--- src/hw/rtl/m2q_pkg.sv ---
`timescale 1ns / 1ps
// ----------------------------------------------------------------------------
// m2q_pkg
// Shared widths, types and pivot codes for the matrix to quaternion pipeline.
// ----------------------------------------------------------------------------
package m2q_pkg;

  localparam int ELEM_W   = 16;
  localparam int FRAC_W   = 14;
  localparam int LANES    = 3;
  localparam int T_W      = ELEM_W + 2;
  localparam int D_W      = ELEM_W + 1;
  localparam int S_W      = ELEM_W + 1;
  localparam int ROOT_W   = 15;
  localparam int RAD_W    = 2 * ROOT_W;
  localparam int SQ_SHIFT = FRAC_W - 2;
  localparam int NUM_W    = D_W + FRAC_W;
  localparam int Q_W      = 17;
  localparam int REM_W    = ROOT_W + 2;

  localparam logic signed [T_W-1:0] T_ONE     = T_W'(2 ** FRAC_W);
  localparam logic [Q_W-1:0]        Q_POS_MAX = Q_W'(2 ** (ELEM_W - 1) - 1);
  localparam logic [Q_W-1:0]        Q_NEG_MAX = Q_W'(2 ** (ELEM_W - 1));
  localparam logic signed [ELEM_W-1:0] ELEM_MAX = ELEM_W'(2 ** (ELEM_W - 1) - 1);
  localparam logic signed [ELEM_W-1:0] ELEM_MIN = ~ELEM_MAX;

  typedef enum logic [1:0] {PIV_W, PIV_X, PIV_Y, PIV_Z} piv_t;

  typedef logic signed [ELEM_W-1:0] elem_t;
  typedef logic signed [D_W-1:0]    diff_t;

  typedef struct packed {
    piv_t                  piv;
    logic [S_W-1:0]        s;
    diff_t [LANES-1:0]     d;
  } pv_t;

  typedef struct packed {
    piv_t                  piv;
    logic [ROOT_W-1:0]     root;
    diff_t [LANES-1:0]     d;
  } rt_t;

  typedef struct packed {
    piv_t                        piv;
    logic [ROOT_W-1:0]           root;
    logic [LANES-1:0]            neg;
    logic [LANES-1:0][Q_W-1:0]   q;
  } dq_t;

endpackage

--- src/hw/rtl/m2q_sqrt.sv ---
`timescale 1ns / 1ps
// ----------------------------------------------------------------------------
// m2q_sqrt
// Integer square root, one result bit per pipeline stage.
// ----------------------------------------------------------------------------
module m2q_sqrt (
  input  logic          clk,
  input  logic          rst,
  input  logic          in_valid,
  output logic          in_ready,
  input  m2q_pkg::pv_t  in_data,
  output logic          out_valid,
  input  logic          out_ready,
  output m2q_pkg::rt_t  out_data
);
  import m2q_pkg::*;

  typedef struct packed {
    piv_t                piv;
    diff_t [LANES-1:0]   d;
    logic [RAD_W-1:0]    rad;
    logic [REM_W-1:0]    rem;
    logic [ROOT_W-1:0]   root;
  } sq_t;

  function automatic sq_t sq_step(sq_t a);
    sq_t r;
    logic [REM_W+1:0] sh, tr;
    r     = a;
    sh    = {a.rem, a.rad[RAD_W-1 -: 2]};
    tr    = {2'b00, a.root, 2'b01};
    r.rad = a.rad << 2;
    if (sh >= tr) begin
      r.rem  = REM_W'(sh - tr);
      r.root = {a.root[ROOT_W-2:0], 1'b1};
    end else begin
      r.rem  = REM_W'(sh);
      r.root = {a.root[ROOT_W-2:0], 1'b0};
    end
    return r;
  endfunction

  sq_t               st      [ROOT_W];
  sq_t               st_next [ROOT_W];
  sq_t               seed;
  logic [ROOT_W-1:0] v;
  logic [ROOT_W:0]   rdy;

  always_comb begin
    seed.piv  = in_data.piv;
    seed.d    = in_data.d;
    seed.rad  = {{(RAD_W - S_W - SQ_SHIFT){1'b0}}, in_data.s, {SQ_SHIFT{1'b0}}};
    seed.rem  = '0;
    seed.root = '0;
    st_next[0] = sq_step(seed);
    for (int i = 1; i < ROOT_W; i++) st_next[i] = sq_step(st[i-1]);
  end

  always_comb begin
    rdy[ROOT_W] = out_ready;
    for (int i = ROOT_W - 1; i >= 0; i--) rdy[i] = !v[i] || rdy[i+1];
  end

  assign in_ready      = rdy[0];
  assign out_valid     = v[ROOT_W-1];
  assign out_data.piv  = st[ROOT_W-1].piv;
  assign out_data.root = st[ROOT_W-1].root;
  assign out_data.d    = st[ROOT_W-1].d;

  always_ff @(posedge clk) begin
    if (rst) begin
      v <= '0;
    end else begin
      if (rdy[0]) v[0] <= in_valid;
      for (int i = 1; i < ROOT_W; i++) if (rdy[i]) v[i] <= v[i-1];
    end
  end

  always_ff @(posedge clk) begin
    for (int i = 0; i < ROOT_W; i++) if (rdy[i]) st[i] <= st_next[i];
  end

endmodule

--- config.mk ---
export PLATFORM = sky130hd
export DESIGN_NAME = m2q_sqrt
export DESIGN_NICKNAME = d
export VERILOG_FILES = /design/src/hw/rtl/m2q_pkg.sv /design/src/hw/rtl/m2q_sqrt.sv
export SDC_FILE = /design/constraint.sdc
export NUM_CORES = 1
export LEC_CHECK = 0
export ABC_CLOCK_PERIOD_IN_PS = 10500
export BUFFER_PORTS_ARGS = -buffer_cell sky130_fd_sc_hd__buf_2
export CAP_MARGIN = 20
export CELL_PAD_IN_SITES_DETAIL_PLACEMENT = 1
export CELL_PAD_IN_SITES_GLOBAL_PLACEMENT = 1
export CORE_MARGIN = 2
export CORE_UTILIZATION = 38
export DETAILED_ROUTE_END_ITERATION = 12
export PLACE_DENSITY_LB_ADDON = 0.1
export SLEW_MARGIN = 40
export SYNTH_ARGS = -nofsm -noshare
export SYNTH_HDL_FRONTEND = slang
export SYNTH_SLANG_ARGS = --single-unit
--- constraint.sdc ---
create_clock -name clk -period 10.5 [get_ports clk]
set_input_delay 1.575 -clock clk [delete_from_list [all_inputs] [get_ports clk]]
set_output_delay 1.575 -clock clk [all_outputs]
set_load 0.05 [all_outputs]
==> reports/qor.yml <==
status: "finished clean"
vias_per_cell: 4.69
reg2reg_slack_ps: 6040
grt_max_degree: 85
ys_ff_latch: 1212
first_pass_iters: 6
syn_nets: 2735
cts_resized: 0
synth_ff_type: "edfxtp_1"
grt_util_all_layers_pct: 13.2
drv_slew: 0
cts_buffers: 133
rsz0062_at_grt: "false"
synthDistinctLibCells: 67
finalSetupViolCount: 0
met2_usage_pct: 22.3
fp.dieH_um: 348
fp.coreArea_um2: 118000
drc: 0
io_pins: 144
synthTopCellsByArea: "edfxtp_1 80%, ha_1 3.4%, xnor2_1 1.3%"
clockBufferDepth: 3
synth_cells: 2533
finalHoldViolCount: 0
hold_class: "flip-flop to flip-flop"
post-dp-hpwl_um: 53100
fin_crit_sh_pct: 62.3
cp.required_ps: 8930
slew_headroom_pct: 43.2
postLayoutCoreUtil_pct: 44.0
seq_area_frac_synth_pct: 80.5
period_minus_slack_ps: 6540
cts_max_level: 4
cp-start-kind: "input pin"
die_w_um: 348
reg2regPathDepth: 9
yosysTopAreaCellShare_pct: 79.8
synthesis.area_um2: 45000
power_mw: 11.6
worst-setup-path-type: "input pin to primary output"
skew_ps: 22.9
crit_arrival_ps: 4960
syn-mean-instance-area_um2: 17.8
timing.rr.start: "v[14]"
clock-sinks: 1212
end_kind: "primary output"
area_delta_synth_final_pct: 14.9
clk_latency_ps: 740
worst_slack_ps: 3960
p_leak_nw: 19.7
crit_end: "in_ready"
r2r_end: "st[0][88]"
rows: 126
busiest_layer: "met2"
die_area_um2: 121000
ys_warn_count: 0
wl_per_cell_um: 18.0
post_cts_buffers: 0
finalSetupTns_ps: 0
max_cap_violations: 0
vias: 20600
drtIter0Drc: 1056
dpl_worst_slack_ps: 3770
final_nets: 2938
cts_root_buf: "clkbuf_16"
start_util_pct: 38.3
cts_tree: "yes"
place_congestion: 0.802
synth_edf_count: 1197
crit_start: "out_ready"
clock.fmax_mhz: 153
port_buffers: 143
routed_wl_um: 78600
power_density_nw_per_um2: 225
yosys.area.top_type: "edfxtp_1"
ir_drop_v: 0.000178
cts_hold_buf: 0
ant_nets: 0
diodes: 0
grt_pass1_wl_um: 124000
use_met3_pct: 2.89
grt_remaining_overflow: 0
async_flop_share_pct: 0
clk_pin_slew_ps: 60
drive_gt1_share_pct: 15.2
antenna_found_initial: 6
grtUsageMet1_pct: 16.3
crit_fanout: 29
hold_slack_ps: 410
grt_pass1_vias: 22200
worst_pin_slew_ps: 848
==> cells in the final DEF (no fill, tap or decap), drive strengths merged, types with 56 or more instances in the layout <==
master  count
inv       163
o21ai      86
nand2      82
nor2      120
ha        123
a21oi      98
clkinv     56
edfxtp   1197
xnor2      69
clkbuf    168
xor2       65
buf       156
==> critical path: stages <==
cell	delay (ps)
buf_2	110
nor2b_1	470
inv_4	330
nor2_1	570
nand2_4	360
nor4_2	340
buf_4	230
nand4_1	520
buf_2	430
==> cells in the mapped netlist (27+ instances only) <==
| master | number |
|---|---|
| o21a_1 | 28 |
| nand2_1 | 82 |
| nand3_1 | 35 |
| a21oi_1 | 98 |
| a21o_1 | 27 |
| edfxtp_1 | 1197 |
| nor3_1 | 43 |
| buf_4 | 68 |
| xor2_1 | 65 |
| o21ai_0 | 86 |
| nor2_1 | 120 |
| inv_1 | 158 |
| xnor2_1 | 69 |
| ha_1 | 123 |
| mux2_2 | 48 |
==> layer usage <==
metal,wire (µm),part of all wire (%)
met1,34400,44
met2,38500,49
met5,0,0
met4,2620,3.3
met3,3120,4.0
==> cell families (layout without fill, tap and decap cells) <==
kind of cell,after synthesis,after routing,synth area share (%)
flops,1212,1212,80.5
simple gates,425,425,4.77
compound gates,332,332,4.61
buf+inv,251,560,2.67
xor+xnor,134,134,2.61
fa+ha+maj,128,128,3.64
mux,50,50,1.24
other cells,1,1,0.00832
==> worst min-delay path by stage <==
stage | from | endpoint | cells after the start
after floorplan | st[0][44] | st[0][159] | 0
after global placement | st[0][104] | st[0][217] | 0
after detailed placement | st[0][516] | st[0][629] | 0
after CTS | st[0][665] | st[0][778] | 0
after global routing | st[0][665] | st[0][778] | 0
final | st[1][664] | st[1][777] | 0
==> per-stage QoR <==
stage | area [µm²] | std cells
2_1_floorplan | 45000 | 2533
3_3_place_gp | 47300 | 4136
3_5_place_dp | 47400 | 4136
4_1_cts | 51700 | 4377
5_1_grt | 51800 | 4378
6_report | 51800 | 4378
==> sequential cells by signal, indices dropped and copies added (netlist names) <==
signal and flops:
v 15, st 1197
==> final cells by class <==
class                   instances  area, µm²
inverters                     159        612
clock inverters                77        890
clock buffers                 164       3480
repair buffers                160        907
well taps                    1536       1920
flip-flops and latches       1212      36200
multi-input cells            1070       7720
fillers                     11200      66000
==> power by group <==
group	switching [mW]	internal, mW	total (mW)	leakage, nW
Clock	1.90	2.64	4.54	2.09
Combinational	0.531	0.431	0.962	5.08
Sequential	0.266	5.85	6.12	12.5
Note: power is estimated with default switching activity, not from simulation.
