===== config.mk =====
export PLATFORM = sky130hd
export DESIGN_NAME = m2q_div
export DESIGN_NICKNAME = d
export VERILOG_FILES = /design/src/hw/rtl/m2q_pkg.sv /design/src/hw/rtl/m2q_div.sv
export SDC_FILE = /design/constraint.sdc
export NUM_CORES = 2
export LEC_CHECK = 0
export ABC_AREA = 0
export BUFFER_PORTS_ARGS = -buffer_cell sky130_fd_sc_hd__clkbuf_2
export CORE_MARGIN = 1.5
export CORE_UTILIZATION = 35
export CTS_CLUSTER_DIAMETER = 80
export DETAILED_ROUTE_END_ITERATION = 8
export PLACE_DENSITY_LB_ADDON = 0.15
export SLEW_MARGIN = 20
export SYNTH_ARGS = -nofsm -noshare
export SYNTH_HDL_FRONTEND = slang
export SYNTH_SLANG_ARGS = --single-unit

===== constraint.sdc =====
create_clock -name clk -period 10.7 [get_ports clk]
set_input_delay 2.14 -clock clk [delete_from_list [all_inputs] [get_ports clk]]
set_output_delay 2.14 -clock clk [all_outputs]
set_load 0.02 [all_outputs]

===== src/hw/rtl/m2q_pkg.sv =====
`timescale 1ns / 1ps
// ----------------------------------------------------------------------------
// m2q_pkg
// Shared widths, types and pivot codes for the matrix to quaternion pipeline.
// ----------------------------------------------------------------------------
package m2q_pkg;

  localparam int ELEM_W   = 16;
  localparam int FRAC_W   = 14;
  localparam int LANES    = 3;
  localparam int T_W      = ELEM_W + 2;
  localparam int D_W      = ELEM_W + 1;
  localparam int S_W      = ELEM_W + 1;
  localparam int ROOT_W   = 15;
  localparam int RAD_W    = 2 * ROOT_W;
  localparam int SQ_SHIFT = FRAC_W - 2;
  localparam int NUM_W    = D_W + FRAC_W;
  localparam int Q_W      = 17;
  localparam int REM_W    = ROOT_W + 2;

  localparam logic signed [T_W-1:0] T_ONE     = T_W'(2 ** FRAC_W);
  localparam logic [Q_W-1:0]        Q_POS_MAX = Q_W'(2 ** (ELEM_W - 1) - 1);
  localparam logic [Q_W-1:0]        Q_NEG_MAX = Q_W'(2 ** (ELEM_W - 1));
  localparam logic signed [ELEM_W-1:0] ELEM_MAX = ELEM_W'(2 ** (ELEM_W - 1) - 1);
  localparam logic signed [ELEM_W-1:0] ELEM_MIN = ~ELEM_MAX;

  typedef enum logic [1:0] {PIV_W, PIV_X, PIV_Y, PIV_Z} piv_t;

  typedef logic signed [ELEM_W-1:0] elem_t;
  typedef logic signed [D_W-1:0]    diff_t;

  typedef struct packed {
    piv_t                  piv;
    logic [S_W-1:0]        s;
    diff_t [LANES-1:0]     d;
  } pv_t;

  typedef struct packed {
    piv_t                  piv;
    logic [ROOT_W-1:0]     root;
    diff_t [LANES-1:0]     d;
  } rt_t;

  typedef struct packed {
    piv_t                        piv;
    logic [ROOT_W-1:0]           root;
    logic [LANES-1:0]            neg;
    logic [LANES-1:0][Q_W-1:0]   q;
  } dq_t;

endpackage


===== src/hw/rtl/m2q_div.sv =====
`timescale 1ns / 1ps
// ----------------------------------------------------------------------------
// m2q_div
// Three-lane rounded divide by 4*root: a numerator set-up stage, then one quotient bit per pipeline stage.
// ----------------------------------------------------------------------------
module m2q_div (
  input  logic          clk,
  input  logic          rst,
  input  logic          in_valid,
  output logic          in_ready,
  input  m2q_pkg::rt_t  in_data,
  output logic          out_valid,
  input  logic          out_ready,
  output m2q_pkg::dq_t  out_data
);
  import m2q_pkg::*;

  localparam int NST = Q_W + 1;

  typedef struct packed {
    piv_t                        piv;
    logic [ROOT_W-1:0]           root;
    logic [LANES-1:0]            neg;
    logic [LANES-1:0][REM_W-1:0] rem;
    logic [LANES-1:0][Q_W-1:0]   nq;
  } dv_t;

  function automatic dv_t dv_prep(rt_t a);
    dv_t r;
    logic [D_W-1:0]   mag;
    logic [NUM_W-1:0] num;
    r.piv  = a.piv;
    r.root = a.root;
    for (int k = 0; k < LANES; k++) begin
      r.neg[k] = a.d[k][D_W-1];
      mag      = r.neg[k] ? D_W'(-a.d[k]) : D_W'(a.d[k]);
      num      = {mag, {FRAC_W{1'b0}}} + NUM_W'({a.root, 1'b0});
      r.rem[k] = REM_W'(num[NUM_W-1:Q_W]);
      r.nq[k]  = num[Q_W-1:0];
    end
    return r;
  endfunction

  function automatic dv_t dv_step(dv_t a);
    dv_t r;
    logic [REM_W:0] sh, den;
    r   = a;
    den = {1'b0, a.root, 2'b00};
    for (int k = 0; k < LANES; k++) begin
      sh = {a.rem[k], a.nq[k][Q_W-1]};
      if (sh >= den) begin
        r.rem[k] = REM_W'(sh - den);
        r.nq[k]  = {a.nq[k][Q_W-2:0], 1'b1};
      end else begin
        r.rem[k] = REM_W'(sh);
        r.nq[k]  = {a.nq[k][Q_W-2:0], 1'b0};
      end
    end
    return r;
  endfunction

  dv_t            st      [NST];
  dv_t            st_next [NST];
  logic [NST-1:0] v;
  logic [NST:0]   rdy;

  always_comb begin
    st_next[0] = dv_prep(in_data);
    for (int i = 1; i < NST; i++) st_next[i] = dv_step(st[i-1]);
  end

  always_comb begin
    rdy[NST] = out_ready;
    for (int i = NST - 1; i >= 0; i--) rdy[i] = !v[i] || rdy[i+1];
  end

  assign in_ready      = rdy[0];
  assign out_valid     = v[NST-1];
  assign out_data.piv  = st[NST-1].piv;
  assign out_data.root = st[NST-1].root;
  assign out_data.neg  = st[NST-1].neg;
  assign out_data.q    = st[NST-1].nq;

  always_ff @(posedge clk) begin
    if (rst) begin
      v <= '0;
    end else begin
      if (rdy[0]) v[0] <= in_valid;
      for (int i = 1; i < NST; i++) if (rdy[i]) v[i] <= v[i-1];
    end
  end

  always_ff @(posedge clk) begin
    for (int i = 0; i < NST; i++) if (rdy[i]) st[i] <= st_next[i];
  end

endmodule


==> run summary <==
Compared with the post-synthesis result, the final layout area differs by 11.9%. The number of iterations in the first detailed-routing pass was 6. The port buffer count is 144, and the cell depth of the worst setup path is 10. The tools report the number of ports placed on the die boundary as 145. The share of flip-flops with an asynchronous set or reset works out to 0%. The hold violation total from the final report is 0, and the post-detailed-placement half-perimeter wirelength is 199000 µm.

The flow ran to the end, and the final reports show no timing, DRC or antenna violations. Summed over its instances, the top area cell type makes up 51.8% of the synthesized netlist area. At the end of routability-driven placement, the weighted congestion stood at 0.883. The master cell of the clock root buffer is clkbuf_16. In the routed design, unresolved DRC markers number 0. During synthesis, Yosys emitted a total of 0 warnings. The cell depth of the worst hold path works out to 0.

The top cell types in the final layout, fill and taps aside, are 1620 x edfxtp_1, 743 x ha_1, 510 x mux2_2, 496 x nor2_1, 473 x a21oi_1. Counting both buffers and inverters, the worst setup path holds a total of 4. The run gives 0 as the count of instances resized after the clock tree is built. STA classifies the critical path startpoint as a primary input.

Static leakage power: 0.0416 µW. The remaining number of nets flagged by the antenna check after routing was 0; the data required time of the critical path was 8.56 ns. The maximum operating frequency was 0.133 GHz; the via density per instance was 5.32. After floorplanning, the core was divided into 190 placement rows. The pin count of the biggest net entering global routing came out at 82.

The tightest min-delay check is of the reg -> reg type. In this design, the stage delay of the slowest critical-path cell is 0.56 ns. The cell that appears most often on the critical path is clkbuf_2. The initial antenna violation count is 5.

The worst pin sits at a relative slew slack of 28.5%. The run gives 5.37 ns as the critical path data arrival time. The die span in x is 521 µm, and the clock buffer count from CTS is 186.

Global routing consumed, over all layers together, 18.3% of the routing resources. The CTS sink count was 1638. The category of the critical setup timing path is in -> out. After floorplanning, the core was sized to cover 0.267 mm². In the finished design, the share of the clock period the worst path needs comes to 70.2%. TritonCTS built the clock tree.

Number of global-route vias before repair: 60700. Total detailed-routing wirelength: 255000 µm. In the post-synthesis netlist, the biggest area contributors are edfxtp_1 52%, ha_1 9.9%, mux2_2 6.1%. STA classifies the critical path endpoint as an output pin. The total of flip-flops plus latches after synthesis is 1638.

The finished cells cover 0.105 mm². The clock passes through at most 3 buffers. Hold repair after CTS inserted 0 buffers. Summed over all failing endpoints, the final setup total negative slack is 0 ns. Of all cell types, the one taking the most synthesized area is edfxtp_1. The die is 521 µm tall. Once the floorplan was initialized, standard cells occupied 35.1% of the core.

The tools report the wire length of the first global-routing pass as 378000 µm. The number of pins with negative max-slew slack in the final report came out at 0. Clock-pin slew was measured on the worst setup and hold paths at 0.06 ns. Placement-stage cell area: 0.0990 mm². Commonest non-fill, non-tap cell in the layout: edfxtp_1. The critical path goes through clkbuf_2, nor2b_1, inv_4, nor4_2, buf_4, and3_1, and2_0, and4_1, nand2_4, clkbuf_2.

Summed over all layers, the global routing overflow is 0. Setup repair after global routing left no endpoint under its margin. The count of flip-flops with a built-in enable after synthesis is 1620, and the worst setup skew after layout is 0.0390 ns. The fraction of layout instances using a drive strength above 1 was 12.9%.

Dividing total power by cell area gives a power density of 306 mW/mm². For the pin with the worst max-slew slack, the measured transition is 1.07 ns. The worst-case IR drop observed on VDD is 0.188 mV.

The tools report the number of max-cap violations as 0. The top fanout value on the critical path was 29. The detailed-route wire length per cell is 21.8 µm, and the final setup violation count is 0. The overall die area is 0.272 mm². The unique cell type count in the Yosys netlist was 89; the clock latency on the worst-skew pair was 0.83 ns. The H-tree was split into 4 levels.

The number of nets in the synthesized netlist is 8630. The logs give 8862 for the net count of the finished layout and 62200 for the total via count after detailed routing. After technology mapping, the gate count stands at 7764. Leading register cell type out of synthesis: edfxtp_1. The smallest clock period supported by the final layout is computed as 7.51 ns. The average footprint of a synthesized cell works out to 12.1 µm².

The mapped netlist covers 0.0940 mm². The filler cells instantiated in the layout total 25400. The slowest cell on the critical path is and2_0. Sequential elements use 52.2% of the synthesized area. The total setup buffers inserted after CTS came out at 0. Dominant delay contributor by cell family on the critical path: simple AND/OR/NAND/NOR gates. The post-route worst hold slack was 0.402 ns. The detailed router finished its first iteration with 4341 violations. The worst register-to-register path has a depth of 10.
-- power breakdown --
group	switching (µW)	internal, µW	total, µW	leakage [µW]
registers	1460	10200	11700	0.0172
clock network	2640	3660	6310	0.00290
logic	7640	6520	14200	0.0215
-- final timing paths --
check / to / startpoint / slack, ns
max: in_ready / out_ready / 3.19
min: st[8][121]$_DFFE_PP_ / st[7][121]$_DFFE_PP_ / 0.40
max reg2reg: st[9][59]$_DFFE_PP_ / st[8][114]$_DFFE_PP_ / 6.23
min reg2reg: st[8][121]$_DFFE_PP_ / st[7][121]$_DFFE_PP_ / 0.40
-- synth_stat cells (78+ instances only) --
cell type     n
nand2_1     348
a21o_1      171
mux2_2      510
nand4_1      99
nor3_1      108
xor2_1      166
clkbuf_1     92
o21a_1      189
xnor2_1     327
o31ai_1      88
nor2_1      498
a21oi_1     473
nand2b_1     98
inv_1       457
edfxtp_1   1620
nor2b_1     165
ha_1        743
o31a_1       78
o21ai_0     370
mux2i_1     117
nand3_1     173
-- metal layers --
layer  track usage (%)  up-vias  part of all wire (%)
met2              31.9     1262                    49
met4              4.27        0                   2.1
li1                  -    30100                     -
met5                 0        -                     0
met3              2.15      318                   3.5
met1              24.3    30500                    45
-- flip-flops by register name (all words and copies together) (netlist names) --
register and cells:
st 1620, v 18
-- per-stage QoR --
stage | utilization, % | power [µW] | instances | setup slack [ns]
floorplan | - | 21800 | 7764 | 1.88
global placement | 37.0 | 25800 | 11400 | 3.21
detailed placement | 37.0 | 25900 | 11400 | 3.23
CTS | 39.3 | 32400 | 11700 | 3.19
global route | 39.3 | 34300 | 11700 | 2.88
finish | 39.3 | 32100 | 11700 | 3.19
-- logic make-up after synthesis --
kind of cell / Yosys count / synth area share [%]
buffers and inverters: 594 / 2.42
xor gates and xnor gates: 493 / 4.60
adders and majority gates: 794 / 11.0
muxes: 627 / 7.36
DFF: 1638 / 52.2
and+or+nand+nor: 1764 / 9.42
AOI/OAI and AO/OA: 1854 / 13.1
-- cell type report --
type                       count  area, µm²  area share [%]
antenna                        2       5.00         0.00476
clock buffer                 226       4830            4.59
clock inverter               110       1210            1.15
inverter                     457       1730            1.65
multi-input combinational   5532      42800            40.7
sequential                  1638      49000            46.6
tap                         3552       4440            4.23
timing repair buffer         181       1050           0.995
(Power assumes the default switching activity.)
