File: src/hw/rtl/m2q_pkg.sv
`timescale 1ns / 1ps
// ----------------------------------------------------------------------------
// m2q_pkg
// Shared widths, types and pivot codes for the matrix to quaternion pipeline.
// ----------------------------------------------------------------------------
package m2q_pkg;

  localparam int ELEM_W   = 16;
  localparam int FRAC_W   = 14;
  localparam int LANES    = 3;
  localparam int T_W      = ELEM_W + 2;
  localparam int D_W      = ELEM_W + 1;
  localparam int S_W      = ELEM_W + 1;
  localparam int ROOT_W   = 15;
  localparam int RAD_W    = 2 * ROOT_W;
  localparam int SQ_SHIFT = FRAC_W - 2;
  localparam int NUM_W    = D_W + FRAC_W;
  localparam int Q_W      = 17;
  localparam int REM_W    = ROOT_W + 2;

  localparam logic signed [T_W-1:0] T_ONE     = T_W'(2 ** FRAC_W);
  localparam logic [Q_W-1:0]        Q_POS_MAX = Q_W'(2 ** (ELEM_W - 1) - 1);
  localparam logic [Q_W-1:0]        Q_NEG_MAX = Q_W'(2 ** (ELEM_W - 1));
  localparam logic signed [ELEM_W-1:0] ELEM_MAX = ELEM_W'(2 ** (ELEM_W - 1) - 1);
  localparam logic signed [ELEM_W-1:0] ELEM_MIN = ~ELEM_MAX;

  typedef enum logic [1:0] {PIV_W, PIV_X, PIV_Y, PIV_Z} piv_t;

  typedef logic signed [ELEM_W-1:0] elem_t;
  typedef logic signed [D_W-1:0]    diff_t;

  typedef struct packed {
    piv_t                  piv;
    logic [S_W-1:0]        s;
    diff_t [LANES-1:0]     d;
  } pv_t;

  typedef struct packed {
    piv_t                  piv;
    logic [ROOT_W-1:0]     root;
    diff_t [LANES-1:0]     d;
  } rt_t;

  typedef struct packed {
    piv_t                        piv;
    logic [ROOT_W-1:0]           root;
    logic [LANES-1:0]            neg;
    logic [LANES-1:0][Q_W-1:0]   q;
  } dq_t;

endpackage

File: src/hw/rtl/m2q_pivot.sv
`timescale 1ns / 1ps
// ----------------------------------------------------------------------------
// m2q_pivot
// Two stages: trace terms and element sums, then pivot choice and radicand.
// ----------------------------------------------------------------------------
module m2q_pivot (
  input  logic            clk,
  input  logic            rst,
  input  logic            in_valid,
  output logic            in_ready,
  input  m2q_pkg::elem_t  e00, e01, e02, e10, e11, e12, e20, e21, e22,
  output logic            out_valid,
  input  logic            out_ready,
  output m2q_pkg::pv_t    out_data
);
  import m2q_pkg::*;

  typedef struct packed {
    logic signed [T_W-1:0] tw, tx, ty, tz;
    diff_t a0, a1, a2, p0, p1, p2;
  } ta_t;

  ta_t  sa, sa_next;
  pv_t  sb, sb_next;
  logic va, vb, rdy_a, rdy_b;

  assign rdy_b    = !vb || out_ready;
  assign rdy_a    = !va || rdy_b;
  assign in_ready = rdy_a;
  assign out_valid = vb;
  assign out_data  = sb;

  always_comb begin
    sa_next.tw = T_W'(e00) + T_W'(e11) + T_W'(e22);
    sa_next.tx = T_W'(e00) - T_W'(e11) - T_W'(e22);
    sa_next.ty = T_W'(e11) - T_W'(e00) - T_W'(e22);
    sa_next.tz = T_W'(e22) - T_W'(e00) - T_W'(e11);
    sa_next.a0 = D_W'(e12) - D_W'(e21);
    sa_next.a1 = D_W'(e20) - D_W'(e02);
    sa_next.a2 = D_W'(e01) - D_W'(e10);
    sa_next.p0 = D_W'(e01) + D_W'(e10);
    sa_next.p1 = D_W'(e20) + D_W'(e02);
    sa_next.p2 = D_W'(e12) + D_W'(e21);
  end

  always_comb begin
    logic signed [T_W-1:0] best;
    logic signed [T_W-1:0] sum;
    piv_t p;
    best = sa.tw;
    p    = PIV_W;
    if (sa.tx > best) begin best = sa.tx; p = PIV_X; end
    if (sa.ty > best) begin best = sa.ty; p = PIV_Y; end
    if (sa.tz > best) begin best = sa.tz; p = PIV_Z; end
    sum = best + T_ONE;
    sb_next.piv = p;
    sb_next.s   = sum[S_W-1:0];
    unique case (p)
      PIV_W: begin sb_next.d[0] = sa.a0; sb_next.d[1] = sa.a1; sb_next.d[2] = sa.a2; end
      PIV_X: begin sb_next.d[0] = sa.p0; sb_next.d[1] = sa.p1; sb_next.d[2] = sa.a0; end
      PIV_Y: begin sb_next.d[0] = sa.p0; sb_next.d[1] = sa.p2; sb_next.d[2] = sa.a1; end
      default: begin sb_next.d[0] = sa.p1; sb_next.d[1] = sa.p2; sb_next.d[2] = sa.a2; end
    endcase
  end

  always_ff @(posedge clk) begin
    if (rst) begin
      va <= 1'b0;
      vb <= 1'b0;
    end else begin
      if (rdy_a) va <= in_valid;
      if (rdy_b) vb <= va;
    end
  end

  always_ff @(posedge clk) begin
    if (rdy_a) sa <= sa_next;
    if (rdy_b) sb <= sb_next;
  end

endmodule

File: config.mk
export PLATFORM = sky130hd
export DESIGN_NAME = m2q_pivot
export DESIGN_NICKNAME = d
export VERILOG_FILES = /design/src/hw/rtl/m2q_pkg.sv /design/src/hw/rtl/m2q_pivot.sv
export SDC_FILE = /design/constraint.sdc
export NUM_CORES = 1
export LEC_CHECK = 0
export ABC_CLOCK_PERIOD_IN_PS = 19600
export BUFFER_PORTS_ARGS = -buffer_cell sky130_fd_sc_hd__buf_2
export CAP_MARGIN = 15
export CORE_ASPECT_RATIO = 1.4
export CORE_MARGIN = 4
export CORE_UTILIZATION = 65
export DETAILED_ROUTE_END_ITERATION = 10
export PLACE_DENSITY = 0.88
export SYNTH_ARGS = -nofsm -noshare
export SYNTH_HDL_FRONTEND = slang
export SYNTH_SLANG_ARGS = --single-unit
export TNS_END_PERCENT = 30
File: constraint.sdc
create_clock -name clk -period 19.6 [get_ports clk]
set_input_delay 0.98 -clock clk [delete_from_list [all_inputs] [get_ports clk]]
set_output_delay 0.98 -clock clk [all_outputs]
set_load 0.01 [all_outputs]
==> results.cfg <==
[status]
run_status = finished clean

[critical_path]
max_stage_delay_ns = 0.83
worstSetupEndpointType = flop
path_common_cell = sky130_fd_sc_hd__ha_1
largest_delay_share_family_worst_path = compound AO/OA/AOI/OAI gates
crit_fanout = 64
worst_path_max_delay_cell = sky130_fd_sc_hd__o41a_2
critical_path_arrival_ns = 9.50
setup.worst_path.class = reg2reg
crit_buf_inv = 2
setup.worst_path.start_class = flop
worst_endpoint_required_time_ns = 19.86

[cts]
worst_skew_pair.late_latency_ns = 0.53
number_of_clock_sinks_seen_by_cts = 243
clock-root-buffer = sky130_fd_sc_hd__clkbuf_16
hold_buffers = 0
numCtsBuffers = 23
ctsLongestPathBuffers = 3
clk_pin_slew_worst_paths_ns = 0.07
tritoncts = done
ctsHtreeMaxLevel = 1
post-cts-setup-buffer-count = 0
post_cts.resized_instances = 0

[logic_synthesis]
synth_area_per_cell_um2 = 10.2
yosys.cell_types.count = 65
yosysWarningCount = 0
syn-num-nets = 2287
ys_seq_elements = 243
synth-async-reset-ratio = 0
post_synthesis_cells = 1851
dominantRegCellSynth = sky130_fd_sc_hd__edfxtp_1
synth_area_um2 = 18800
ys_seq_area_frac = 0.387
synth_enable_flop_cells = 241

[finish]
fillers = 1941
layout-area-overhead-vs-synth_pct = 11.8
final_core_utilization = 0.739
final_nets = 2491
mostFrequentLayoutCell = sky130_fd_sc_hd__inv_1
final_layout_size_suffix_gt1_frac = 0.137
postLayoutCellArea_um2 = 21000
mostFrequentLayoutCells = sky130_fd_sc_hd__inv_1 (279), sky130_fd_sc_hd__edfxtp_1 (241), sky130_fd_sc_hd__buf_2 (219)

[sta]
final.setup.tns_ns = 0
timing_worst_slew_pin_value_ns = 0.982
timing.slew.headroom = 0.329
fin_crit_sh = 0.471
timing_max_transition_violations_final = 0
setup_repair_after_global_routing_missed_its_margin = no
count_of_endpoints_failing_hold_in_the_final_timing_report = 0
timing.final.crit_period_ns = 9.23
fmaxAchievable_mhz = 108
setup_viol_count_final = 0
final.setup.worst_slack_ns = 10.37
fin_worst_skew_ns = 0.0131

[die]
die_height_um = 209
placement_rows = 73
effective_utilization_at_floorplan = 0.660
core_area_um2 = 28500
floorplan.die_area_um2 = 31800
die-width_um = 152
io_pins = 220

[job]
timing.max_cap.violations = 0

[grt]
first_global_vias = 15000
groute.usage.overall = 0.283
overflow = 0
grt_start_max_net_pins = 71
grt_pass1_wl_um = 72900
antenna_found_initial = 2

[pwr]
power.ir.vdd_worst_mv = 0.223
power-per-cell-area_nw_per_um2 = 181
leakage_nw = 9.70

[routing]
ant_nets = 0
drt-wirelength-per-cell_um = 18.9
drc = 0
first_pass_iters = 5
viasPerCell = 5.93
drt_iter0_markers = 1037
wirelength_um = 46200
via_count_of_the_routed_design = 14500

[placement]
placement.io_buffers = 219
gp_routability_congestion = 0.961
detailed_place.area_um2 = 20200
post-place-ws_ns = 10.60
dp_hpwl_um = 36400

[hold_path]
hold_path_class = reg2reg
flip-flops by register name, indices dropped and copies added (netlist names):
signal	count
out_valid	1
sa	171
va	1
out_data	70
worst register-to-register path: cells and delay by family, from the launching register on:
kind / cells / cell delay, ns
AOI/OAI and AO/OA: 15 / 3.67
and+or+nand+nor: 10 / 1.36
buffers and inverters: 2 / 1.30
adders and majority gates: 4 / 1.25
muxes: 2 / 0.96
DFF: 1 / 0.40
area by class of cell:
type,count,area [µm²],area share
diodes,1,2.50,0.000119
clock buffers,25,583,0.0277
clock inverters,17,216,0.0103
inverters,280,1050,0.0499
multi-input cells,1280,10300,0.489
flip-flops and latches,243,7280,0.346
well taps,375,469,0.0223
repair buffers,227,1160,0.0549
logic make-up after synthesis:
kind of cell / Yosys count / synth area share
AO/OA/AOI/OAI: 428 / 0.139
AND/OR/NAND/NOR: 401 / 0.104
XOR/XNOR: 101 / 0.0470
buffers and inverters: 328 / 0.0681
multiplexers: 61 / 0.0340
adder cells (fa/ha/maj): 289 / 0.220
flip-flops: 243 / 0.387
report_power, final:
group / internal, W / switching, W
logic: 0.000872 / 0.00144
clock network: 0.000282 / 0.000197
registers: 0.000921 / 0.000105
layer usage:
layer | global-route usage | vias up | wire length (µm)
met5 | 0 | - | 11
li1 | - | 6858 | -
met3 | 0.0359 | 155 | 2870
met4 | 0.150 | 2 | 2680
met1 | 0.303 | 6921 | 16200
met2 | 0.538 | 592 | 24500
stage by stage:
step,hold slack (ns),power (W),instances
2_1_floorplan,0.463,0.00268,1851
3_3_place_gp,0.519,0.00319,2405
3_5_place_dp,0.527,0.00329,2405
4_1_cts,0.538,0.00379,2447
5_1_grt,0.569,0.00406,2447
6_report,0.535,0.00381,2448
worst paths after layout:
kind                                   startpoint                     end  slack [ns]  cells past startpoint
worst min-delay path              va$_SDFFE_PP0P_  out_valid$_SDFFE_PP0P_        0.54                      2
worst min register to register    va$_SDFFE_PP0P_  out_valid$_SDFFE_PP0P_        0.54                      2
worst max-delay path            sa[155]$_DFFE_PP_  out_data[67]$_DFFE_PP_       10.37                     33
worst max register to register  sa[155]$_DFFE_PP_  out_data[67]$_DFFE_PP_       10.37                     33
cells in the mapped netlist, types with 4 or more instances:
library cell	n	area (µm²)
sky130_fd_sc_hd__inv_1	280	1050
sky130_fd_sc_hd__edfxtp_1	241	7240
sky130_fd_sc_hd__ha_1	217	2720
sky130_fd_sc_hd__nor2_1	150	563
sky130_fd_sc_hd__a21oi_1	141	706
sky130_fd_sc_hd__o21ai_0	94	470
sky130_fd_sc_hd__xnor2_1	83	727
sky130_fd_sc_hd__nand2_1	73	274
sky130_fd_sc_hd__fa_1	71	1420
sky130_fd_sc_hd__mux2i_1	53	531
sky130_fd_sc_hd__clkbuf_1	36	135
sky130_fd_sc_hd__o21ai_1	34	170
sky130_fd_sc_hd__nor2b_1	31	194
sky130_fd_sc_hd__nor3_1	24	120
sky130_fd_sc_hd__a21o_1	22	165
sky130_fd_sc_hd__or3_1	18	113
sky130_fd_sc_hd__xor2_1	18	158
sky130_fd_sc_hd__o21bai_1	17	128
sky130_fd_sc_hd__a21boi_0	16	120
sky130_fd_sc_hd__a22o_1	16	140
sky130_fd_sc_hd__nand3_1	16	80.1
sky130_fd_sc_hd__and3_1	15	93.8
sky130_fd_sc_hd__nand2b_1	14	87.6
sky130_fd_sc_hd__nand4_1	12	75.1
sky130_fd_sc_hd__and2_1	11	68.8
sky130_fd_sc_hd__o211ai_1	11	82.6
sky130_fd_sc_hd__a2111oi_0	10	87.6
sky130_fd_sc_hd__a31oi_1	9	56.3
sky130_fd_sc_hd__o22ai_1	9	56.3
sky130_fd_sc_hd__nor4_1	8	50.1
sky130_fd_sc_hd__o21a_1	8	60.1
sky130_fd_sc_hd__a221oi_1	6	52.6
sky130_fd_sc_hd__and4_1	5	43.8
sky130_fd_sc_hd__buf_6	5	56.3
sky130_fd_sc_hd__nand3b_1	5	37.5
sky130_fd_sc_hd__nor4b_1	5	43.8
sky130_fd_sc_hd__o311ai_0	5	43.8
sky130_fd_sc_hd__o41ai_1	5	43.8
sky130_fd_sc_hd__buf_2	4	20.0
sky130_fd_sc_hd__mux2_2	4	45.0
sky130_fd_sc_hd__nand4b_1	4	35.0
sky130_fd_sc_hd__o2111ai_1	4	35.0
sky130_fd_sc_hd__or4_1	4	30.0
Power figures use the tool's default switching activity.
