--- src/hw/rtl/m2q_pkg.sv ---
`timescale 1ns / 1ps
// ----------------------------------------------------------------------------
// m2q_pkg
// Shared widths, types and pivot codes for the matrix to quaternion pipeline.
// ----------------------------------------------------------------------------
package m2q_pkg;

  localparam int ELEM_W   = 16;
  localparam int FRAC_W   = 14;
  localparam int LANES    = 3;
  localparam int T_W      = ELEM_W + 2;
  localparam int D_W      = ELEM_W + 1;
  localparam int S_W      = ELEM_W + 1;
  localparam int ROOT_W   = 15;
  localparam int RAD_W    = 2 * ROOT_W;
  localparam int SQ_SHIFT = FRAC_W - 2;
  localparam int NUM_W    = D_W + FRAC_W;
  localparam int Q_W      = 17;
  localparam int REM_W    = ROOT_W + 2;

  localparam logic signed [T_W-1:0] T_ONE     = T_W'(2 ** FRAC_W);
  localparam logic [Q_W-1:0]        Q_POS_MAX = Q_W'(2 ** (ELEM_W - 1) - 1);
  localparam logic [Q_W-1:0]        Q_NEG_MAX = Q_W'(2 ** (ELEM_W - 1));
  localparam logic signed [ELEM_W-1:0] ELEM_MAX = ELEM_W'(2 ** (ELEM_W - 1) - 1);
  localparam logic signed [ELEM_W-1:0] ELEM_MIN = ~ELEM_MAX;

  typedef enum logic [1:0] {PIV_W, PIV_X, PIV_Y, PIV_Z} piv_t;

  typedef logic signed [ELEM_W-1:0] elem_t;
  typedef logic signed [D_W-1:0]    diff_t;

  typedef struct packed {
    piv_t                  piv;
    logic [S_W-1:0]        s;
    diff_t [LANES-1:0]     d;
  } pv_t;

  typedef struct packed {
    piv_t                  piv;
    logic [ROOT_W-1:0]     root;
    diff_t [LANES-1:0]     d;
  } rt_t;

  typedef struct packed {
    piv_t                        piv;
    logic [ROOT_W-1:0]           root;
    logic [LANES-1:0]            neg;
    logic [LANES-1:0][Q_W-1:0]   q;
  } dq_t;

endpackage

--- src/hw/rtl/m2q_out.sv ---
`timescale 1ns / 1ps
// ----------------------------------------------------------------------------
// m2q_out
// Sign, saturation and component placement into the output register.
// ----------------------------------------------------------------------------
module m2q_out (
  input  logic            clk,
  input  logic            rst,
  input  logic            in_valid,
  output logic            in_ready,
  input  m2q_pkg::dq_t    in_data,
  output logic            out_valid,
  input  logic            out_ready,
  output m2q_pkg::elem_t  qx,
  output m2q_pkg::elem_t  qy,
  output m2q_pkg::elem_t  qz,
  output m2q_pkg::elem_t  qw,
  output logic [1:0]      pivot
);
  import m2q_pkg::*;

  elem_t lane [LANES];
  elem_t big;
  elem_t qx_next, qy_next, qz_next, qw_next;

  assign in_ready = !out_valid || out_ready;
  assign big      = ELEM_W'({1'b0, in_data.root});

  always_comb begin
    for (int k = 0; k < LANES; k++) begin
      if (in_data.neg[k]) begin
        lane[k] = (in_data.q[k] > Q_NEG_MAX) ? ELEM_MIN
                                             : ELEM_W'(-$signed({1'b0, in_data.q[k]}));
      end else begin
        lane[k] = (in_data.q[k] > Q_POS_MAX) ? ELEM_MAX : ELEM_W'(in_data.q[k]);
      end
    end
    unique case (in_data.piv)
      PIV_W: begin
        qx_next = lane[0]; qy_next = lane[1]; qz_next = lane[2]; qw_next = big;
      end
      PIV_X: begin
        qx_next = big; qy_next = lane[0]; qz_next = lane[1]; qw_next = lane[2];
      end
      PIV_Y: begin
        qx_next = lane[0]; qy_next = big; qz_next = lane[1]; qw_next = lane[2];
      end
      default: begin
        qx_next = lane[0]; qy_next = lane[1]; qz_next = big; qw_next = lane[2];
      end
    endcase
  end

  always_ff @(posedge clk) begin
    if (rst) begin
      out_valid <= 1'b0;
    end else if (in_ready) begin
      out_valid <= in_valid;
    end
  end

  always_ff @(posedge clk) begin
    if (in_ready) begin
      qx    <= qx_next;
      qy    <= qy_next;
      qz    <= qz_next;
      qw    <= qw_next;
      pivot <= in_data.piv;
    end
  end

endmodule

--- config.mk ---
export PLATFORM = sky130hd
export DESIGN_NAME = m2q_out
export DESIGN_NICKNAME = d
export VERILOG_FILES = /design/src/hw/rtl/m2q_pkg.sv /design/src/hw/rtl/m2q_out.sv
export SDC_FILE = /design/constraint.sdc
export NUM_CORES = 1
export LEC_CHECK = 0
export BUFFER_PORTS_ARGS = -buffer_cell sky130_fd_sc_hd__buf_4
export CAP_MARGIN = 5
export CORE_ASPECT_RATIO = 0.7
export CORE_MARGIN = 4
export CORE_UTILIZATION = 26
export CTS_BUF_LIST = sky130_fd_sc_hd__clkbuf_16
export DETAILED_ROUTE_END_ITERATION = 8
export HOLD_SLACK_MARGIN = 0.03
export SYNTH_ARGS = -nofsm -noshare
export SYNTH_HDL_FRONTEND = slang
export SYNTH_SLANG_ARGS = --single-unit
--- constraint.sdc ---
create_clock -name clk -period 2.5 [get_ports clk]
set_input_delay 0.25 -clock clk [delete_from_list [all_inputs] [get_ports clk]]
set_output_delay 0.25 -clock clk [all_outputs]
set_load 0.05 [all_outputs]
==> metrics list <==
* CTS tree: yes
* Area overhead of the layout relative to synthesis: 36.81%
- The number of max-slew violations in the final report came to 0.
* CP endpoint kind: flip-flop
* CTS H-tree depth: 3
* DR DRC count: 0
* Hold Path End: out_valid
- Maximum buffer depth of the clock tree: 2
* Maximum single-stage delay on the critical path: 0.38 ns
- Yosys printed 0 warnings.
- The floorplan step set the die width to 172.2 um.
- The synthesized netlist contains 65 unique library cells.
* Vias/cell: 5.474
* Worst slew margin: 62.22%
* Starting DRT DRC Count: 571
- In this run, post-CTS repair resized a total of 0 instances.
* Largest voltage drop on the vdd net: 315.9 uV
- Fill cell total of the finished layout: 1904
- Starting Density: 26.86%
* Asr flop ratio synth: 0%
* Combined area of all synthesized cells: 4905 um2
* Status: complete, no violations
- In this run the most critical hold path is launched from rst.
- In this run the worst path has a maximum fanout of 13.
* Number of buffers added on ports: 142
- Share of final-layout standard cells stronger than drive strength 1: 31.14%
- Path type of the worst setup path: input port to flip-flop
- RSZ-0062 raised after global routing: no
- Boundary pin count: 143
- # Post-CTS Setup Buffers: 0
* Sequential element share of the synthesized area: 40.82%
- Worst r2r dst: qy[14]
* Final wirelength: 18.44 mm
- Slowest stage cell on the critical path: sky130_fd_sc_hd__a211oi_1
* Final ANT Viol Nets: 0
* Critical Path RT: 2.56 ns
- Cell repeated most along the worst path: sky130_fd_sc_hd__buf_4
- First-pass iteration count of the detailed router: 5
- Critical Path Start Type: input port
* Detailed-route via count: 5124
* Total core area: 18260 um2
- After clock tree synthesis, the clock-pin slew on the worst setup and hold paths is 0.05 ns.
- On the final layout, the worst clock skew is 0.005882 ns.
- Worst min path class: input port to flip-flop
- Counting instances, the worst hold path has a depth of 2.
* Pin count of the biggest net entering global routing: 69
- Floorplan die height: 122.9 um
- Final count of negative-setup-slack endpoints: 0
- The number of antenna violations at the first check in global routing came to 0.
- Cell chain of the critical path: buf_4 -> inv_1 -> ha_1 -> nor3b_2 -> buf_4 -> a41oi_4 -> or2_1 -> nor3_1 -> a211oi_1 -> o221ai_1
* Leakage power: 2.591 nW
- For the worst-skew pair, the clock arrives at the later sink with an insertion delay of 0.34 ns.
- Hold buffer count at CTS: 0
- Global routing finished with a remaining overflow of 0.
- Instance count of the mapped netlist: 539
- In this run, CTS created clock tree buffers numbering 9.
* Die area: 21160 um2
- Launch instance of the worst register-to-register path: out_valid
- Placement Rows: 41
- Max-capacitance violation count: 0
* Final sum of negative setup slack: 0 ns
- Areal power density over the cells: 607.0 nW/um2
* Number of enable flip-flop cells after synthesis: 66
- Each instance of the synthesized netlist takes up on average 9.100 um2.
- Placed insts: 921
* Worst-margin pin slew: 0.5667 ns
- The number of hold violations in the final report was 0.
* Flip-flop cell with the highest count after synthesis: sky130_fd_sc_hd__edfxtp_1
* Wire length of the first global-routing pass: 27.43 mm
- The finished layout holds 936 standard cells, fillers aside.
* Routability congestion estimate from global placement: 0.9682
- The clock period could shrink to 2.086 ns.
- Worst reg-to-reg setup slack: 1.39 ns
- Clock tree synthesis selected as its root buffer the cell sky130_fd_sc_hd__clkbuf_16.
* Fin crit share: 83.44%
* Total routing resource utilization after global routing: 16.92%
* Signal arrival time at the worst endpoint: 2.15 ns
* Avg WL per Cell: 19.70 um
- The number of antenna diodes in the final layout is 0.
- The number of cells on the worst reg-to-reg path is 2.
- The final layout contains 781 nets.
- Synthesis produced a netlist with a net count of 624.
* Via count of the first global-routing pass: 4643
- The wire-length estimate of the detail-placed layout is 14.56 mm.
- Number of clock sinks seen by CTS: 67
* Highest achievable clock rate: 479.4 MHz
* Total of flip-flops plus latches after synthesis: 67
## power breakdown
part	total (mW)	switching [mW]	internal, mW
Clock	1.19	0.445	0.748
Sequential	1.47	0.0587	1.41
Combinational	1.41	0.963	0.451
## worst max-delay path, delay by kind of cell
kind,cells,cell delay [ns]
compound gates,3,0.92
fa+ha+maj,1,0.19
buf+inv,3,0.33
simple gates,3,0.44
## metal layers
layer | GRT usage, % | up-vias | wire length (um)
met1 | 25.82 | 2408 | 8740
li1 | - | 2426 | -
met4 | 4.516 | 0 | 278
met3 | 3.132 | 25 | 1620
met5 | 0 | - | 0
met2 | 24.41 | 265 | 7803
## layout make-up
| cell class | count | area (um2) | share of cell area [%] |
|---|---|---|---|
| inverter | 20 | 75.07 | 1.119 |
| timing repair buffer | 181 | 1384 | 20.62 |
| clock inverter | 6 | 48.80 | 0.7272 |
| sequential | 67 | 2002 | 29.83 |
| tap | 236 | 295.3 | 4.401 |
| clock buffer | 9 | 225.2 | 3.356 |
| multi-input combinational | 417 | 2680 | 39.94 |
## logic make-up after synthesis
| group | count (synthesis) | synth area share, % |
|---|---|---|
| flops | 67 | 40.82 |
| buf+inv | 55 | 4.592 |
| fa+ha+maj | 10 | 2.551 |
| xor+xnor | 2 | 0.3572 |
| compound gates | 191 | 27.91 |
| mux | 7 | 1.582 |
| simple gates | 207 | 22.19 |
## cells in the final DEF, fill, tap and decap left out, types with 8 or more instances in the layout
master / n
sky130_fd_sc_hd__ha_1: 10
sky130_fd_sc_hd__buf_4: 179
sky130_fd_sc_hd__a31oi_1: 13
sky130_fd_sc_hd__edfxtp_1: 66
sky130_fd_sc_hd__o22ai_1: 10
sky130_fd_sc_hd__nor2_1: 48
sky130_fd_sc_hd__a21oi_1: 28
sky130_fd_sc_hd__nor3_1: 20
sky130_fd_sc_hd__o21ai_0: 48
sky130_fd_sc_hd__o221ai_1: 8
sky130_fd_sc_hd__a221o_1: 10
sky130_fd_sc_hd__inv_1: 21
sky130_fd_sc_hd__nand2_1: 66
sky130_fd_sc_hd__nand3_1: 9
sky130_fd_sc_hd__nand4_1: 15
sky130_fd_sc_hd__clkbuf_16: 9
## per-stage QoR
stage | area [um2] | utilization (%) | hold slack, ns | setup WS [ns] | total power, mW
detailed placement | 6436 | 35.24 | 0.4130 | 0.07588 | 2.899
finish | 6710 | 36.74 | 0.06577 | 0.4140 | 4.073
global placement | 6436 | 35.24 | 0.4098 | 0.1430 | 2.895
CTS | 6710 | 36.74 | 0.05343 | 0.4433 | 4.110
global route | 6710 | 36.74 | 0.06337 | 0.3325 | 4.243
floorplan | 4907 | - | 0.3191 | 0.4110 | 2.325
## sequential cells by signal, summed over array words and instances (netlist names)
signal	cells
qw	16
qx	16
qy	16
qz	16
pivot	2
out_valid	1
## synthesized netlist by cell type (3+ instances only)
cell type	instances	area share [%]
sky130_fd_sc_hd__edfxtp_1	66	40
sky130_fd_sc_hd__nand2_1	66	5.1
sky130_fd_sc_hd__nor2_1	48	3.7
sky130_fd_sc_hd__o21ai_0	48	4.9
sky130_fd_sc_hd__a21oi_1	28	2.9
sky130_fd_sc_hd__clkbuf_1	23	1.8
sky130_fd_sc_hd__inv_1	20	1.5
sky130_fd_sc_hd__nor3_1	20	2.0
sky130_fd_sc_hd__nand4_1	15	1.9
sky130_fd_sc_hd__a31oi_1	13	1.7
sky130_fd_sc_hd__a221o_1	10	2.0
sky130_fd_sc_hd__ha_1	10	2.6
sky130_fd_sc_hd__o22ai_1	10	1.3
sky130_fd_sc_hd__buf_2	9	0.92
sky130_fd_sc_hd__nand3_1	9	0.92
sky130_fd_sc_hd__nand2b_1	8	1.0
sky130_fd_sc_hd__o221ai_1	8	1.4
sky130_fd_sc_hd__a211oi_1	7	1.1
sky130_fd_sc_hd__o211ai_1	7	1.1
sky130_fd_sc_hd__o41ai_1	7	1.3
sky130_fd_sc_hd__mux2_2	6	1.4
sky130_fd_sc_hd__a221oi_1	5	0.89
sky130_fd_sc_hd__and2_1	5	0.64
sky130_fd_sc_hd__nor4_1	5	0.64
sky130_fd_sc_hd__a211o_1	4	0.71
sky130_fd_sc_hd__a21boi_0	4	0.61
sky130_fd_sc_hd__a21o_1	4	0.61
sky130_fd_sc_hd__a22oi_1	4	0.61
sky130_fd_sc_hd__nor2b_1	4	0.51
sky130_fd_sc_hd__nor4_4	4	1.7
sky130_fd_sc_hd__o2111ai_1	4	0.71
sky130_fd_sc_hd__o31ai_1	4	0.61
sky130_fd_sc_hd__o41ai_2	4	1.3
sky130_fd_sc_hd__nand4b_1	3	0.54
sky130_fd_sc_hd__o22a_1	3	0.54
sky130_fd_sc_hd__or3_1	3	0.38
## how the worst max path moves through the flow
stage	from	end	slack [ns]	cells past startpoint
floorplan	out_valid	pivot[0]	0.41	1
global placement	in_data[35]	qz[11]	0.14	10
detailed placement	in_data[35]	qz[11]	0.08	10
CTS	in_data[35]	qz[11]	0.44	10
global route	in_data[35]	qz[11]	0.33	10
finish	in_data[35]	qz[5]	0.41	10
Power figures use the tool's default switching activity.
